## src/design/pcom_pkg.sv

```systemverilog
// shared types and constants of the occupancy marker
`default_nettype none
package pcom_pkg;
    localparam logic [1:0] FUNC_CLEAR = 2'd0;
    localparam logic [1:0] FUNC_POINT = 2'd1;
    localparam logic [1:0] FUNC_WRITE = 2'd2;
    localparam logic [1:0] FUNC_READ  = 2'd3;

    localparam logic [2:0] REG_COS    = 3'd0;
    localparam logic [2:0] REG_SIN    = 3'd1;
    localparam logic [2:0] REG_OFFX   = 3'd2;
    localparam logic [2:0] REG_OFFY   = 3'd3;
    localparam logic [2:0] REG_CELL   = 3'd4;
    localparam logic [2:0] REG_WIDTH  = 3'd5;
    localparam logic [2:0] REG_HEIGHT = 3'd6;
    localparam logic [2:0] REG_STRIDE = 3'd7;

    localparam logic signed [15:0] DEPTH_MAX  = 16'sd5000;
    localparam logic signed [15:0] HEIGHT_LIM = 16'sd500;

    localparam int NCW = 14;

    typedef enum logic [2:0] {
        OP_CLEAR,
        OP_POINT,
        OP_DROP,
        OP_WRITE,
        OP_READ
    } op_t;

    typedef struct packed {
        op_t                op;
        logic signed [15:0] px;
        logic signed [15:0] py;
        logic [7:0]         col;
        logic [7:0]         row;
        logic               cbit;
    } item_t;

    typedef struct packed {
        logic signed [15:0] cos_q14;
        logic signed [15:0] sin_q14;
        logic signed [20:0] offset_x;
        logic signed [20:0] offset_y;
        logic [9:0]         cell_div;
        logic [8:0]         cols_lim;
        logic [8:0]         rows_lim;
        logic [4:0]         stride;
    } cfg_t;
endpackage
`default_nettype wire

```

## src/design/pcom_queue.sv

```systemverilog
// two-entry request queue between front and back
`default_nettype none
module pcom_queue
    import pcom_pkg::*;
(
    input  wire logic  clk,
    input  wire logic  rst_n,
    input  wire logic  push,
    input  wire item_t push_data,
    input  wire logic  pop,
    output item_t      pop_data,
    output logic       empty,
    output logic       full
);
    item_t      mem_reg [2];
    logic       wptr_reg;
    logic       rptr_reg;
    logic [1:0] count_reg;

    assign empty    = (count_reg == 2'd0);
    assign full     = (count_reg == 2'd2);
    assign pop_data = mem_reg[rptr_reg];

    always_ff @(posedge clk)
    begin
        if (push)
            mem_reg[wptr_reg] <= push_data;
    end

    always_ff @(posedge clk or negedge rst_n)
    begin
        if (!rst_n)
        begin
            wptr_reg  <= 1'b0;
            rptr_reg  <= 1'b0;
            count_reg <= 2'd0;
        end
        else
        begin
            if (push)
                wptr_reg <= ~wptr_reg;
            if (pop)
                rptr_reg <= ~rptr_reg;
            if (push && !pop)
                count_reg <= count_reg + 2'd1;
            else if (pop && !push)
                count_reg <= count_reg - 2'd1;
        end
    end
endmodule
`default_nettype wire

```

## config.mk

```make
export PLATFORM = sky130hd
export DESIGN_NAME = pcom_queue
export DESIGN_NICKNAME = d
export VERILOG_FILES = /design/src/design/pcom_pkg.sv /design/src/design/pcom_queue.sv
export SDC_FILE = /design/constraint.sdc
export NUM_CORES = 1
export LEC_CHECK = 0
export ABC_AREA = 0
export BUFFER_PORTS_ARGS = -buffer_cell sky130_fd_sc_hd__buf_2
export CAP_MARGIN = 30
export CORE_UTILIZATION = 51
export DETAILED_ROUTE_END_ITERATION = 6
export PLACE_DENSITY = 0.89
export SETUP_SLACK_MARGIN = 0.1
export SYNTH_ARGS = -nofsm -noshare
export SYNTH_HDL_FRONTEND = slang
export SYNTH_SLANG_ARGS = --single-unit
export TNS_END_PERCENT = 50
```

## constraint.sdc

```tcl
create_clock -name clk -period 5.3 [get_ports clk]
set_clock_uncertainty 0.1 [all_clocks]
set_input_delay 0.53 -clock clk [delete_from_list [all_inputs] [get_ports clk]]
set_output_delay 0.53 -clock clk [all_outputs]
set_load 0.01 [all_outputs]
```

==> qor_table.md <==
| Parameter | Value |
|:---|:---|
| Status | completed |
| Count of unique library cells instantiated by Yosys | 13 |
| Die ar. | 8580 um^2 |
| Clock sinks | 108 |
| Via density per instance | 4.83 |
| Reg2Reg Launch Point | wptr_reg |
| Dpl ws | 3010 ps |
| Count of final hold-check violations | 0 |
| Instance count of the mapped netlist | 178 |
| Arrival time of data at the critical path endpoint | 2030 ps |
| DRC viols | 0 |
| Drt first pass iters | 4 |
| Type of origin of the critical path | flip-flop |
| CP endpoint | pop_data[45] |
| Post-route non-filler standard cell count | 402 |
| Die Width | 92.6 um |
| Setup violation total in the final timing report | 0 |
| Path type of the worst setup path | flip-flop to primary output |
| Initial standard-cell utilization of the core | 0.534 |
| Via count | 1943 |
| Global Route met2 Usage | 0.272 |
| Cell-by-cell trace of the critical path | mux2_2 -> buf_2 |
| P_leak | 2.02 nW |
| Placed wire-length estimate | 3970 um |
| Wire length of the first global-routing pass | 9770 um |
| Global-route congestion overflow total | 0 |
| Reg-to-reg setup timing slack | 3680 ps |
| Pin count of the biggest net entering global routing | 54 |
| Critical Path Fanout Max | 53 |
| CTS tree | yes |
| Wirelength, routed | 6270 um |
| Number of cells after detailed placement | 385 |
| Port buffer count | 109 |
| Standard cell area after detailed placement | 4780 um^2 |
| Post-layout total power | 2.49 mW |
| Worst slew margin | 0.349 |
| Number of inserted diodes | 0 |
| Gr busiest metal | met2 |
| Final-report max-slew violation count | 0 |
| Power Density | 501 nW/um^2 |
| Synth Area per Inst | 23.5 um^2 |
| GPL Wtd Cong | 0.642 |
| YS warnings | 0 |
| Register-to-Register Path Depth | 2 |
| Transition time at the pin with the least slew margin | 976 ps |
| TritonCTS Buffers | 9 |
| Dominant delay contributor by cell family on the critical path | flip-flops |
| Clock latency reported for the late side of the worst-skew pair | 340 ps |
| Flip-flop count of the largest register after layout | 104 |
| CTS Root Buffer Type | sky130_fd_sc_hd__clkbuf_8 |
| H-Tree Level Count | 3 |
| Post-synthesis sequential element count | 108 |
| CP Buf/Inv Count | 1 |
| Antenna violations before repair | 1 |
| Crit-path slowest cell | sky130_fd_sc_hd__dfrtp_4 |
| Top achievable clock speed | 377 MHz |
| Via count of the first global-routing pass | 2036 |
| Layout net count | 352 |
| CP endpoint kind | primary output |
| Timing startpoint of the critical path | rptr_reg |
| Die Y-Extent | 92.6 um |
| Maximum cell stage delay along the critical path | 1080 ps |
| Util after Layout | 0.634 |
| VDD IR-drop max | 0.000403 V |
| Final design instance area without fill | 4970 um^2 |
| Register area share after synthesis | 0.769 |
| Number of max-capacitance violations reported | 0 |
| Time the worst path needs with I/O delays and setup | 2660 ps |
| Post-synthesis instance area | 4190 um^2 |
| GRT Total Usage | 0.156 |
| Fraction of final layout cells with drive strength greater than 1 | 0.593 |
| Number of setup buffers added after CTS | 0 |
| Worst Slack Setup Final | 2640 ps |
| Routed WL per cell | 15.6 um |
| Critical Path Stages | 2 |
| Tightest hold margin | 260 ps |
| Crit path required time | 4670 ps |
| Ratio of final minimum period to clock period | 0.501 |
| Total Neg Setup Slack | 0 ps |
| Synthesis-to-layout area growth | 18.7% |
| Maximum clock insertion buffer count | 2 |
| Initial DRC Count | 69 |
| Net Count, Synth | 235 |
| Number of nets still failing antenna checks after routing | 0 |
| Placeable core area | 7850 um^2 |
| Worst reg2reg endpoint | mem_reg[1][18] |
| Class of the tightest hold or removal check | input port to flip-flop |
| Grt met3 use | 0.0509 |
| RSZ-0062 raised after global routing | false |
| Count of standard-cell rows | 32 |
| Boundary Pins | 110 |
| Clock-pin slew on the worst setup and hold paths | 90 ps |
| Met1 track utilization from global routing | 0.176 |
[cells by family after synthesis]
kind of cell  after synthesis  share of synthesized area
flops                     108                      0.769
xor+xnor                    5                     0.0105
fa+ha+maj                   1                    0.00299
simple gates                5                    0.00627
buf+inv                     7                     0.0275
mux                        52                      0.184
[cells in the mapped netlist]
library cell	instances	share of area
sky130_fd_sc_hd__and2_1	1	0.0015
sky130_fd_sc_hd__buf_12	5	0.024
sky130_fd_sc_hd__buf_6	1	0.0027
sky130_fd_sc_hd__dfrtp_1	4	0.024
sky130_fd_sc_hd__edfxtp_1	104	0.75
sky130_fd_sc_hd__ha_1	1	0.0030
sky130_fd_sc_hd__inv_1	1	0.00089
sky130_fd_sc_hd__mux2_2	3	0.0081
sky130_fd_sc_hd__mux2_4	49	0.18
sky130_fd_sc_hd__nor2_1	2	0.0018
sky130_fd_sc_hd__nor2b_1	2	0.0030
sky130_fd_sc_hd__xnor2_1	1	0.0021
sky130_fd_sc_hd__xor2_1	4	0.0084
[timing repair]
item                      in CTS  in global routing
hold buffers                   1                  0
resized for setup              0                  0
hold endpoints to repair       4                  0
[report_power, final]
| group | leakage, nW | internal, mW | switching [mW] | total [mW] |
|---|---|---|---|---|
| Clock | 0.0846 | 0.216 | 0.249 | 0.465 |
| Combinational | 0.909 | 0.437 | 0.296 | 0.733 |
| Sequential | 1.02 | 1.14 | 0.157 | 1.29 |
[cells in the final DEF, fill, tap and decap left out]
master | synthesis | final
sky130_fd_sc_hd__nor2b_4 | 0 | 1
sky130_fd_sc_hd__clkinvlp_4 | 0 | 2
sky130_fd_sc_hd__dfrtp_4 | 0 | 1
sky130_fd_sc_hd__nor2_1 | 2 | 2
sky130_fd_sc_hd__dfrtp_1 | 4 | 3
sky130_fd_sc_hd__and2_2 | 0 | 1
sky130_fd_sc_hd__clkinv_1 | 0 | 2
sky130_fd_sc_hd__mux2_2 | 3 | 3
sky130_fd_sc_hd__clkbuf_1 | 0 | 2
sky130_fd_sc_hd__clkbuf_8 | 0 | 9
sky130_fd_sc_hd__xnor2_1 | 1 | 1
sky130_fd_sc_hd__ha_1 | 1 | 1
sky130_fd_sc_hd__bufinv_16 | 0 | 1
sky130_fd_sc_hd__xor2_1 | 4 | 4
sky130_fd_sc_hd__mux2_4 | 49 | 49
sky130_fd_sc_hd__inv_1 | 1 | 1
sky130_fd_sc_hd__dlygate4sd3_1 | 0 | 1
sky130_fd_sc_hd__buf_4 | 0 | 2
sky130_fd_sc_hd__edfxtp_1 | 104 | 104
sky130_fd_sc_hd__buf_2 | 0 | 109
sky130_fd_sc_hd__nor2b_1 | 2 | 1
[worst register-to-register path: cells and delay by family (launching register included)]
family | cells | cell delay (ps)
AND/OR/NAND/NOR | 1 | 160
flip-flops | 1 | 420
buffers and inverters | 1 | 550
[metal layers]
metal	vias up	wire length, um
li1	928	-
met1	937	2560
met2	70	3250
met3	8	379
met4	0	86
met5	-	0
[worst min-delay path by stage]
| stage | slack [ps] | cells after the start | from | to |
|---|---|---|---|---|
| floorplan | 130 | 0 | rst_n | count_reg[0] |
| global placement | 240 | 1 | rst_n | count_reg[1] |
| detailed placement | 240 | 1 | rst_n | count_reg[1] |
| CTS | 240 | 1 | push_data[15] | mem_reg[1][15] |
| global route | 230 | 1 | push_data[31] | mem_reg[1][31] |
| finish | 260 | 1 | push_data[15] | mem_reg[1][15] |
[final cells by class]
type | count | area, um^2
multi-input cells | 63 | 861
inverters | 1 | 3.75
clock inverters | 5 | 52.6
clock buffers | 11 | 131
well taps | 102 | 128
fillers | 598 | 2870
flip-flops and latches | 108 | 3230
repair buffers | 112 | 571
Power figures use the tool's default switching activity.
