## config.mk

```make
export PLATFORM = sky130hd
export DESIGN_NAME = pcom_front
export DESIGN_NICKNAME = d
export VERILOG_FILES = /design/src/design/pcom_pkg.sv /design/src/design/pcom_front.sv
export SDC_FILE = /design/constraint.sdc
export NUM_CORES = 1
export LEC_CHECK = 0
export BUFFER_PORTS_ARGS = -buffer_cell sky130_fd_sc_hd__buf_4
export CORE_MARGIN = 5
export CORE_UTILIZATION = 31
export CTS_CLUSTER_DIAMETER = 120
export DETAILED_ROUTE_END_ITERATION = 6
export PLACE_DENSITY = 0.82
export SETUP_SLACK_MARGIN = 0.15
export SLEW_MARGIN = 10
export SYNTH_ARGS = -nofsm -noshare
export SYNTH_HDL_FRONTEND = slang
export SYNTH_SLANG_ARGS = --single-unit
```

## constraint.sdc

```tcl
create_clock -name clk -period 2.3 [get_ports clk]
set_clock_uncertainty 0.15 [all_clocks]
set_input_delay 0.23 -clock clk [delete_from_list [all_inputs] [get_ports clk]]
set_output_delay 0.23 -clock clk [all_outputs]
set_load 0.02 [all_outputs]
```

## src/design/pcom_pkg.sv

```systemverilog
// shared types and constants of the occupancy marker
`default_nettype none
package pcom_pkg;
    localparam logic [1:0] FUNC_CLEAR = 2'd0;
    localparam logic [1:0] FUNC_POINT = 2'd1;
    localparam logic [1:0] FUNC_WRITE = 2'd2;
    localparam logic [1:0] FUNC_READ  = 2'd3;

    localparam logic [2:0] REG_COS    = 3'd0;
    localparam logic [2:0] REG_SIN    = 3'd1;
    localparam logic [2:0] REG_OFFX   = 3'd2;
    localparam logic [2:0] REG_OFFY   = 3'd3;
    localparam logic [2:0] REG_CELL   = 3'd4;
    localparam logic [2:0] REG_WIDTH  = 3'd5;
    localparam logic [2:0] REG_HEIGHT = 3'd6;
    localparam logic [2:0] REG_STRIDE = 3'd7;

    localparam logic signed [15:0] DEPTH_MAX  = 16'sd5000;
    localparam logic signed [15:0] HEIGHT_LIM = 16'sd500;

    localparam int NCW = 14;

    typedef enum logic [2:0] {
        OP_CLEAR,
        OP_POINT,
        OP_DROP,
        OP_WRITE,
        OP_READ
    } op_t;

    typedef struct packed {
        op_t                op;
        logic signed [15:0] px;
        logic signed [15:0] py;
        logic [7:0]         col;
        logic [7:0]         row;
        logic               cbit;
    } item_t;

    typedef struct packed {
        logic signed [15:0] cos_q14;
        logic signed [15:0] sin_q14;
        logic signed [20:0] offset_x;
        logic signed [20:0] offset_y;
        logic [9:0]         cell_div;
        logic [8:0]         cols_lim;
        logic [8:0]         rows_lim;
        logic [4:0]         stride;
    } cfg_t;
endpackage
`default_nettype wire

```

## src/design/pcom_front.sv

```systemverilog
// front end: request acceptance, decimation and point filtering
`default_nettype none
module pcom_front
    import pcom_pkg::*;
(
    input  wire logic               clk,
    input  wire logic               rst_n,
    input  wire logic               start,
    input  wire logic [1:0]         func,
    input  wire logic signed [15:0] point_x,
    input  wire logic signed [15:0] point_y,
    input  wire logic signed [15:0] point_z,
    input  wire logic [7:0]         cell_col,
    input  wire logic [7:0]         cell_row,
    input  wire logic               cell_bit,
    input  wire logic [4:0]         stride,
    input  wire logic               queue_full,
    input  wire logic               init_busy,
    output logic                    busy,
    output logic                    push,
    output item_t                   entry
);
    logic [3:0] skip_reg;
    logic [3:0] skip_next;
    logic [4:0] skip_inc;
    logic       pass;

    assign busy     = queue_full | init_busy;
    assign push     = start & ~busy;
    assign skip_inc = {1'b0, skip_reg} + 5'd1;
    assign pass     = (skip_reg == 4'd0) && (point_z > 16'sd0) && (point_z <= DEPTH_MAX)
                      && (point_y >= -HEIGHT_LIM) && (point_y <= HEIGHT_LIM);

    always_comb
    begin
        skip_next   = skip_reg;
        entry.px    = point_x;
        entry.py    = point_y;
        entry.col   = cell_col;
        entry.row   = cell_row;
        entry.cbit  = cell_bit;
        entry.op    = OP_READ;
        unique case (func)
            FUNC_CLEAR:
            begin
                entry.op  = OP_CLEAR;
                skip_next = 4'd0;
            end
            FUNC_POINT:
            begin
                entry.op  = pass ? OP_POINT : OP_DROP;
                skip_next = (skip_inc >= stride) ? 4'd0 : skip_inc[3:0];
            end
            FUNC_WRITE: entry.op = OP_WRITE;
            default:    entry.op = OP_READ;
        endcase
    end

    always_ff @(posedge clk or negedge rst_n)
    begin
        if (!rst_n)
            skip_reg <= 4'd0;
        else if (push)
            skip_reg <= skip_next;
    end
endmodule
`default_nettype wire

```

==> results of run 1 <==
worst max-delay path: cells and delay by family (launching register included):
kind	cells	cell delay [ps]
adders and majority gates	2	550
DFF	1	400
AOI/OAI and AO/OA	3	610
and+or+nand+nor	1	70
xor gates and xnor gates	1	170
power groups by stage:
stage	sequential [W]	combinational, W	clock [W]
CTS	0.0000942	0.000226	0.0000882
floorplan	0.0000924	0.000210	0
global placement	0.0000944	0.000215	0
finish	0.0000946	0.000236	0.0000859
global route	0.0000971	0.000261	0.0000965
detailed placement	0.0000954	0.000220	0
kinds of logic after synthesis:
logic type      after synthesis  share of synthesized area [%]
compound gates               15                           11.9
xor+xnor                      2                           1.86
fa+ha+maj                     7                           9.28
buf+inv                      55                           41.4
flops                         4                           10.6
mux                           1                           1.19
simple gates                 33                           23.7
final cells by class:
class	instances	area, µm²	area share (%)
clock buffer	3	22.5	1.97
inverter	6	22.5	1.97
multi-input combinational	58	469	40.9
sequential	4	100	8.73
tap	33	41.3	3.60
timing repair buffer	65	490	42.8
repair_timing:
action,in CTS,in global routing
gates resized for setup,2,3
endpoints found under the hold margin,4,0
pin swaps,0,1
hold buffers,1,0
setup endpoints to repair,2,4
metal layers:
metal | up-vias | track usage (%) | part of all wire, %
li1 | 404 | - | -
met1 | 371 | 11.0 | 36
met2 | 62 | 16.3 | 47
met3 | 6 | 7.86 | 17
met4 | 0 | 2.07 | 0.99
met5 | - | 0 | 0
through the flow:
step                power [W]  cells
floorplan            0.000302    117
global placement     0.000310    165
detailed placement   0.000316    165
CTS                  0.000409    169
global route         0.000454    169
finish               0.000416    169
cells in the final DEF, fill, tap and decap left out, types with 3 or more instances in the layout:
cell type and count:
buf_4 64, clkbuf_4 3, dfrtp_1 4, ha_1 6
inv_1 6, nand2_1 3, nand2b_1 3, nor2_1 3
nor4_1 3
worst min-delay path by stage:
stage                     startpoint  cells after the start  slack (ps)          end
final                          rst_n                      2         190  skip_reg[3]
after global routing           rst_n                      2         200  skip_reg[0]
after CTS                      rst_n                      2         170  skip_reg[3]
after detailed placement       rst_n                      1        -120  skip_reg[0]
after global placement         rst_n                      1        -120  skip_reg[1]
after floorplan                rst_n                      0        -220  skip_reg[0]
==> run_results.csv, run 1 <==
group,metric,value,unit
outcome,outcome,"finished, final reports clean",
placed_design,dpl_cell_area,1100,µm²
floorplan,dieArea,4250,µm²
synthesis,ys_ff_latch,4,
global_routing,grt_usage,10.3,%
floorplan,rows,20,
synthesis,netlist_area,943,µm²
layout,final_util,38.5,%
detailed_routing,routed_via_density,4.99,
floorplan,core,2980,µm²
detailed_routing,vias,843,
clock_tree,cts_max_level,1,
global_routing,grt_pass1_wl,3.47,mm
worst_setup_path,end_kind,"register",
worst_setup_path,worst-setup-path-type,"register to register",
floorplan,die_w,65.2,µm
worst_setup_path,arrival,2010,ps
synthesis,synth_edf_count,0,
timing,worst_slew_pin_slew,429,ps
synthesis,synth_top_cell_area_share,39.0,%
timing,finalCritPeriodShare,89.0,%
worst_hold_path,hold_path_class,"primary input to async pin",
timing,slew_viol_final,0,
clock_tree,clk_latency,240,ps
global_routing,grt.overflow.total,0,
timing,finalSetupTns,0,ps
timing,max-slew-margin-rel,71.3,%
worst_setup_path,ff2ff_setup_slack,250,ps
synthesis,synth_cell_types,37,
layout,final_nets,222,
placed_design,post-place-ws,138,ps
worst_setup_path,worstReg2RegStart,"skip_reg[0]",
detailed_routing,drc,0,
layout,drive_gt1_share,56.6,%
synthesis,synthTopCellsByCount,"buf_4 (49), ha_1 (7), inv_1 (6), dfrtp_1 (4)",
synthesis,async_flop_share,100,%
worst_setup_path,startpoint,"skip_reg[0]",
worst_setup_path,cp_max_fo,4,
clock_tree,cts_tree,"built",
synthesis,synth_nets,201,
timing,fmax,488,MHz
clock_tree,path_clk_slew,40,ps
timing,hold_violations,0,
pwr,power.internal,0.000266,W
pwr,clkPwrFrac,20.6,%
synthesis,synth.avg_cell_area,8.06,µm²
placed_design,numPortBuffers,64,
worst_setup_path,cp-start-kind,"register",
detailed_routing,wl_per_cell,13.8,µm
detailed_routing,drt_iter0_markers,7,
timing,rsz0062_at_grt,"false",
pwr,power_density,363,nW/µm²
pwr,switching_share,36.1,%
layout,antenna-diode-count,0,
floorplan,die_h,65.2,µm
clock_tree,cts.sinks,4,
global_routing,grt_max_degree,8,
layout,largest_reg_flops,4,
timing,worst_hold_slack,191,ps
global_routing,grt_antenna_before_repair,0,
synthesis,yosys.area.top_type,"buf_4",
layout,fillers,327,
worst_setup_path,cp.required,2270,ps
worst_setup_path,slowest_delay,400,ps
synthesis,synth_most_common_cell,"buf_4",
worst_setup_path,reg2reg_depth,7,
worst_setup_path,critPathSlowestCell,"dfrtp_1",
layout,fin_area,1150,µm²
detailed_routing,ant_nets,0,
clock_tree,clock_path_buffers,2,
layout,syn_to_final_growth,21.5,%
synthesis,ys.flop_type,"dfrtp_1",
timing,period_minus_slack,2050,ps
pwr,p_sw,0.000150,W
pwr,power_frac_seq,22.7,%
synthesis,synth.yosys.seq_area_share,10.6,%
synthesis,yosys_warnings,0,
synthesis,netlist_top_cells_area,"buf_4 (39%), dfrtp_1 (11%), ha_1 (9.3%), inv_1 (2.4%), nor4_4 (2.3%)",
pwr,p_leak,0.578,nW
global_routing,grt_pass1_vias,816,
clock_tree,cts_buffers,3,
clock_tree,cts_setup_buffers,0,
detailed_routing,wl,2.33,mm
synthesis,netlist_instances,117,
timing,fin_ws,252,ps
detailed_routing,firstDrtPassIters,4,
placed_design,hpwl,2.03,mm
pwr,power_frac_comb,56.6,%
worst_setup_path,r2r_end,"skip_reg[2]",
placed_design,place.gp.congestion,0.811,
worst_setup_path,endpoint,"skip_reg[2]",
flow_run,maxCapViolCount,0,
timing,setup_viol,0,
floorplan,io_pins,131,
worst_setup_path,cp_cell_sequence,"ha_2, xor2_1, ha_1, nand2_1, o21ai_2, a31oi_2, a221o_1",
floorplan,initial_core_util,31.7,%
clock_tree,clockRootBuffer,"clkbuf_4",
pwr,max-vdd-ir-drop,0.000381,V
No activity file was read; power rests on OpenSTA's default activity.
==> run 2, diff against run 1 <==
--- a/config.mk
+++ b/config.mk
@@ -5,9 +5,10 @@
 export SDC_FILE = /design/constraint.sdc
 export NUM_CORES = 1
 export LEC_CHECK = 0
+export ABC_AREA = 1
 export BUFFER_PORTS_ARGS = -buffer_cell sky130_fd_sc_hd__buf_4
 export CORE_MARGIN = 5
-export CORE_UTILIZATION = 31
+export CORE_UTILIZATION = 33
 export CTS_CLUSTER_DIAMETER = 120
 export DETAILED_ROUTE_END_ITERATION = 6
 export PLACE_DENSITY = 0.82
==> run 2 against run 1 <==
Cell count rose by 38%. Sequential share of layout area fell by 0.89 points. Worst setup slack improved by 35 ps. Clock power rose by 8.0%. Maximum frequency rose by 1.8%. Non-clock buffer count rose by 1. Clock-buffer cell count did not move. Via count rose by 16%.
==> run_results.csv, run 2 <==
group,metric,value,unit
worst_setup_path,worst-setup-path-type,"register to primary output",
clock_tree,path_clk_slew,40,ps
synthesis,synthXorXnorAreaFrac,1.64,%
layout,drive_gt1_share,44.7,%
synthesis,synth.yosys.seq_area_share,9.39,%
placed_design,place.gp.congestion,0.807,
timing,fin_ws,288,ps
synthesis,netlist_top_cells_area,"buf_4 (35%), nand2_1 (13%), dfrtp_1 (9.4%), ha_1 (8.2%), inv_1 (7.4%)",
floorplan,initial_core_util,34.6,%
synthesis,netlist_instances,170,
placed_design,hpwl,2.12,mm
synthesis,synth_most_common_cell,"buf_4",
floorplan,dieArea,4470,µm²
worst_setup_path,critPathBufInv,3,
layout,fin_area,1310,µm²
synthesis,synth.area.mux_share,0,%
worst_setup_path,cp_max_fo,5,
synthesis,netlist_area,1070,µm²
detailed_routing,wl,2.43,mm
timing,rsz0062_at_grt,"true",
layout,largest_reg_flops,4,
floorplan,io_pins,131,
synthesis,ys_ff_latch,4,
detailed_routing,firstDrtPassIters,4,
detailed_routing,routed_via_density,4.19,
timing,finalSetupTns,0,ps
synthesis,async_flop_share,100,%
detailed_routing,drc,0,
worst_setup_path,critPathSlowestCell,"dfrtp_2",
worst_setup_path,end_kind,"primary output",
synthesis,synth-compound-area-share,3.76,%
global_routing,grt_usage,11.0,%
layout,antenna-diode-count,0,
synthesis,yosys.area.top_type,"buf_4",
synthesis,synthAdderAreaFrac,8.22,%
detailed_routing,ant_nets,0,
clock_tree,clockRootBuffer,"clkbuf_4",
worst_setup_path,slowest_delay,450,ps
worst_setup_path,crit_family,"simple AND/OR/NAND/NOR gates",
synthesis,synth_edf_count,0,
floorplan,rows,20,
flow_run,maxCapViolCount,0,
detailed_routing,wl_per_cell,10.4,µm
synthesis,yosys.area_share.simple,34.4,%
pwr,p_leak,0.739,nW
synthesis,synth_top_cell_area_share,34.5,%
worst_setup_path,crit_cells,11,
layout,final_common_cell,"buf_4",
synthesis,synth_nets,254,
synthesis,synth_cell_types,22,
detailed_routing,vias,980,
floorplan,die_w,66.8,µm
clock_tree,clock_path_buffers,2,
worst_setup_path,cp.required,1920,ps
synthesis,ys.flop_type,"dfrtp_1",
timing,slew_viol_final,0,
synthesis,synth_top_family_by_area,"buffers and inverters",
clock_tree,cts_tree,"built",
worst_setup_path,cp-start-kind,"register",
global_routing,grt_antenna_before_repair,0,
detailed_routing,drt_iter0_markers,29,
synthesis,yosys_warnings,0,
timing,period_minus_slack,2010,ps
clock_tree,cts.sinks,4,
worst_hold_path,hold_path_class,"primary input to async pin",
timing,fmax,497,MHz
layout,final_util,42.5,%
layout,syn_to_final_growth,22.7,%
clock_tree,cts_buffers,3,
global_routing,grt_max_degree,9,
layout,final_cell_mix,"buf_4 (65), nand2_1 (36), inv_1 (20), nor2_1 (20)",
timing,max-slew-margin-rel,85.1,%
synthesis,synthTopCellsByCount,"buf_4 (49), nand2_1 (36), inv_1 (21), nor2_1 (20), ha_1 (7)",
worst_setup_path,arrival,1630,ps
pwr,max-vdd-ir-drop,0.000113,V
worst_setup_path,crit_top_cell,"nand2_1",
global_routing,grt_pass1_wl,3.87,mm
timing,setup_viol,0,
global_routing,grt.overflow.total,0,
synthesis,synth.avg_cell_area,6.27,µm²
timing,finalCritPeriodShare,87.5,%
worst_setup_path,reg2reg_depth,8,
outcome,outcome,"finished, final reports clean",
global_routing,grt_pass1_vias,952,
pwr,power_density,291,nW/µm²
floorplan,core,3080,µm²
worst_setup_path,cp_cell_sequence,"inv_2, ha_1, inv_1, nor2_1, and3_1, nand2_1, nor2_2, nand3_1, nand2_1, nand2_1, buf_4",
placed_design,numPortBuffers,64,
clock_tree,cts_max_level,1,
timing,hold_violations,0,
placed_design,post-place-ws,282,ps
timing,worst_slew_pin_slew,224,ps
floorplan,die_h,66.8,µm
placed_design,dpl_cell_area,1230,µm²
layout,final_nets,276,
clock_tree,clk_latency,240,ps
run 2: repair_timing:
| item | CTS | global route |
|---|---|---|
| buffers inserted | 0 | 1 |
| endpoints found under the setup margin | 0 | 5 |
| hold buffers | 1 | 0 |
| gates resized for setup | 0 | 9 |
| endpoints found under the hold margin | 4 | 0 |
run 2: metal layers:
metal	routed length [µm]	vias to the layer above	GRT usage, %
met4	26	0	3.81
met5	0	-	0
met3	354	6	5.40
li1	-	520	-
met1	923	407	11.8
met2	1130	47	18.8
run 2: logic make-up (layout without fill, tap and decap cells):
kind of cell,Yosys count,count (layout)
xor gates and xnor gates,2,2
adders and majority gates,7,7
AOI/OAI and AO/OA,8,8
and+or+nand+nor,77,77
buffers and inverters,72,92
DFF,4,4
run 2: cell type report:
cell class | instances | area (µm²)
Multi-Input combinational cell | 94 | 543
Clock buffer | 3 | 22.5
Inverter | 23 | 86.3
Fill cell | 351 | 1770
Timing Repair Buffer | 66 | 498
Sequential cell | 4 | 103
Tap cell | 44 | 55.1
run 2: final timing paths:
check | to | slack (ps) | start
worst max-delay path | entry[50] | 290 | skip_reg[0]
worst min-delay path | skip_reg[1] | 170 | rst_n
worst max register to register | skip_reg[2] | 290 | skip_reg[0]
worst min register to register | skip_reg[1] | 430 | skip_reg[1]
max in group asynchronous | skip_reg[0] | 1710 | rst_n
min in group clk | skip_reg[3] | 200 | func[1]
run 2: stage by stage:
stage	hold WS, ps	power (W)	instances
after global routing	189	0.000415	234
after floorplan	-216	0.000277	170
after global placement	-119	0.000280	229
after CTS	169	0.000381	233
after detailed placement	-114	0.000283	229
final	169	0.000381	234
run 2: report_power, final:
part           leakage (nW)  internal, W  total [W]  switching (W)
Clock                0.0138    0.0000587  0.0000928      0.0000340
Combinational         0.673     0.000106   0.000204      0.0000988
Sequential           0.0520    0.0000756  0.0000835     0.00000795
Total                 0.739     0.000240   0.000381       0.000141
==> run 3, diff against run 2 <==
--- a/config.mk
+++ b/config.mk
@@ -7,11 +7,12 @@
 export LEC_CHECK = 0
 export ABC_AREA = 1
 export BUFFER_PORTS_ARGS = -buffer_cell sky130_fd_sc_hd__buf_4
+export CAP_MARGIN = 40
 export CORE_MARGIN = 5
-export CORE_UTILIZATION = 33
+export CORE_UTILIZATION = 36
 export CTS_CLUSTER_DIAMETER = 120
 export DETAILED_ROUTE_END_ITERATION = 6
-export PLACE_DENSITY = 0.82
+export PLACE_DENSITY = 0.88
 export SETUP_SLACK_MARGIN = 0.15
 export SLEW_MARGIN = 10
 export SYNTH_ARGS = -nofsm -noshare
==> constraint.sdc (replaced) <==
create_clock -name clk -period 2.4 [get_ports clk]
set_clock_uncertainty 0.15 [all_clocks]
set_input_delay 0.24 -clock clk [delete_from_list [all_inputs] [get_ports clk]]
set_output_delay 0.24 -clock clk [all_outputs]
set_load 0.02 [all_outputs]
==> run 3 against run 2 <==
Clock-buffer cell count is the same. Non-clock buffer count is the same. Worst setup slack gained 50 ps. Global-route usage grew 0.67 points. Die area shrank 7.1%. Flip-flop and latch count is the same. Clock power shrank 2.7%. Power shrank 4.5%.
==> run_results.csv, run 3 (synthesized netlist as in run 2, its figures left out) <==
group,metric,value,unit
outcome,outcome,"finished, final reports clean",
pwr,p_leak,0.741,nW
global_routing,grt_max_degree,9,
worst_setup_path,crit_family,"simple AND/OR/NAND/NOR gates",
worst_setup_path,crit_top_cell,"nand2_1",
worst_setup_path,endpoint,"entry[50]",
detailed_routing,routed_via_density,4.54,
worst_setup_path,reg2reg_depth,8,
worst_setup_path,end_kind,"primary output",
clock_tree,cts_max_level,1,
timing,max-slew-margin-rel,84.1,%
floorplan,die_h,64.4,µm
layout,largest_reg_flops,4,
global_routing,grt_antenna_before_repair,0,
pwr,max-vdd-ir-drop,0.000170,V
worst_setup_path,r2r_end,"skip_reg[0]",
timing,hold_violations,0,
clock_tree,cts_buffers,3,
clock_tree,clk_latency,250,ps
clock_tree,path_clk_slew,40,ps
worst_setup_path,arrival,1670,ps
pwr,power_frac_seq,21.1,%
detailed_routing,drt_iter0_markers,25,
timing,period_minus_slack,2060,ps
placed_design,dpl_cell_area,1220,µm²
worst_setup_path,critPathSlowestCell,"dfrtp_1",
worst_setup_path,startpoint,"skip_reg[0]",
floorplan,initial_core_util,38.0,%
clock_tree,clockRootBuffer,"clkbuf_4",
pwr,power_frac_comb,54.0,%
layout,antenna-diode-count,0,
detailed_routing,wl,2.39,mm
timing,finalCritPeriodShare,85.9,%
detailed_routing,ant_nets,0,
layout,drive_gt1_share,40.5,%
detailed_routing,firstDrtPassIters,4,
layout,final_common_cell,"buf_4",
pwr,power.internal,0.000230,W
layout,fin_area,1260,µm²
global_routing,grt_pass1_vias,939,
worst_setup_path,worst-setup-path-type,"register to primary output",
worst_setup_path,cp-start-kind,"register",
layout,syn_to_final_growth,18.0,%
detailed_routing,drc,0,
pwr,clkPwrFrac,24.9,%
pwr,switching_share,36.8,%
worst_setup_path,ff2ff_setup_slack,350,ps
timing,fmax,485,MHz
pwr,power_density,289,nW/µm²
timing,slew_viol_final,0,
placed_design,hpwl,2.07,mm
timing,rsz0062_at_grt,"false",
pwr,p_sw,0.000134,W
floorplan,dieArea,4150,µm²
clock_tree,clock_path_buffers,2,
floorplan,io_pins,131,
layout,final_nets,276,
worst_setup_path,slowest_delay,420,ps
worst_setup_path,critPathBufInv,3,
timing,setup_viol,0,
worst_setup_path,cp.required,2010,ps
clock_tree,cts.sinks,4,
placed_design,numPortBuffers,64,
flow_run,maxCapViolCount,0,
placed_design,place.gp.congestion,0.838,
worst_setup_path,cp_max_fo,5,
worst_setup_path,worstReg2RegStart,"skip_reg[0]",
timing,worst_slew_pin_slew,237,ps
layout,final_cell_mix,"buf_4 (65), nand2_1 (36), inv_1 (21)",
global_routing,grt_pass1_wl,3.91,mm
floorplan,die_w,64.4,µm
floorplan,rows,19,
clock_tree,postCtsResizedCells,0,
clock_tree,cts_tree,"built",
worst_hold_path,hold_path_class,"primary input to async pin",
detailed_routing,vias,1004,
worst_setup_path,cp_cell_sequence,"inv_1, ha_1, inv_1, nor2_1, and3_1, nand2_1, nor2_2, nand3_1, nand2_1, nand2_1, buf_4",
worst_setup_path,crit_cells,11,
detailed_routing,wl_per_cell,10.8,µm
global_routing,grt.overflow.total,0,
timing,finalSetupTns,0,ps
floorplan,core,2810,µm²
global_routing,grt_usage,11.7,%
-- run 3: layout make-up --
class / count / area, µm²
Clock buffer: 3 / 22.5
Fill cell: 317 / 1550
Inverter: 23 / 86.3
Multi-Input combinational cell: 94 / 512
Sequential cell: 4 / 100
Tap cell: 31 / 38.8
Timing Repair Buffer: 66 / 498
-- run 3: power by group through the flow --
stage | Combinational [W] | Clock [W] | Sequential, W
after floorplan | 0.000189 | 0 | 0.0000764
after global placement | 0.000192 | 0 | 0.0000768
after detailed placement | 0.000194 | 0 | 0.0000774
after CTS | 0.000195 | 0.0000924 | 0.0000766
after global routing | 0.000219 | 0.0000995 | 0.0000771
final | 0.000196 | 0.0000903 | 0.0000768
-- run 3: repair_timing --
item	4_1_cts	5_1_grt
setup buffers	0	1
hold buffers	1	0
endpoints found under the hold margin	4	0
endpoints found under the setup margin	0	1
-- run 3: worst min-delay path by stage --
stage / slack (ps) / cells past startpoint / from / endpoint
after floorplan: -210 / 0 / rst_n / skip_reg[0]
after global placement: -110 / 1 / rst_n / skip_reg[0]
after detailed placement: -110 / 1 / rst_n / skip_reg[0]
after CTS: 170 / 2 / rst_n / skip_reg[0]
after global routing: 160 / 2 / rst_n / skip_reg[0]
final: 170 / 2 / rst_n / skip_reg[0]
-- run 3: metal layers --
metal  vias up  track usage (%)  wire length [µm]
met3         7             6.56               305
met5         -                0                 0
li1        519                -                 -
met1       433             13.3               940
met2        45             18.9              1110
met4         0             3.17                25
-- run 3: per-stage QoR --
stage | power [W] | instances | hold WS (ps) | worst slack, ps | utilization, %
after floorplan | 0.000266 | 170 | -206 | 574 | -
after global placement | 0.000269 | 216 | -109 | 509 | 43.4
after detailed placement | 0.000271 | 216 | -105 | 388 | 43.4
after CTS | 0.000364 | 220 | 173 | 279 | 44.6
after global routing | 0.000396 | 221 | 161 | 150 | 44.8
final | 0.000363 | 221 | 173 | 338 | 44.8
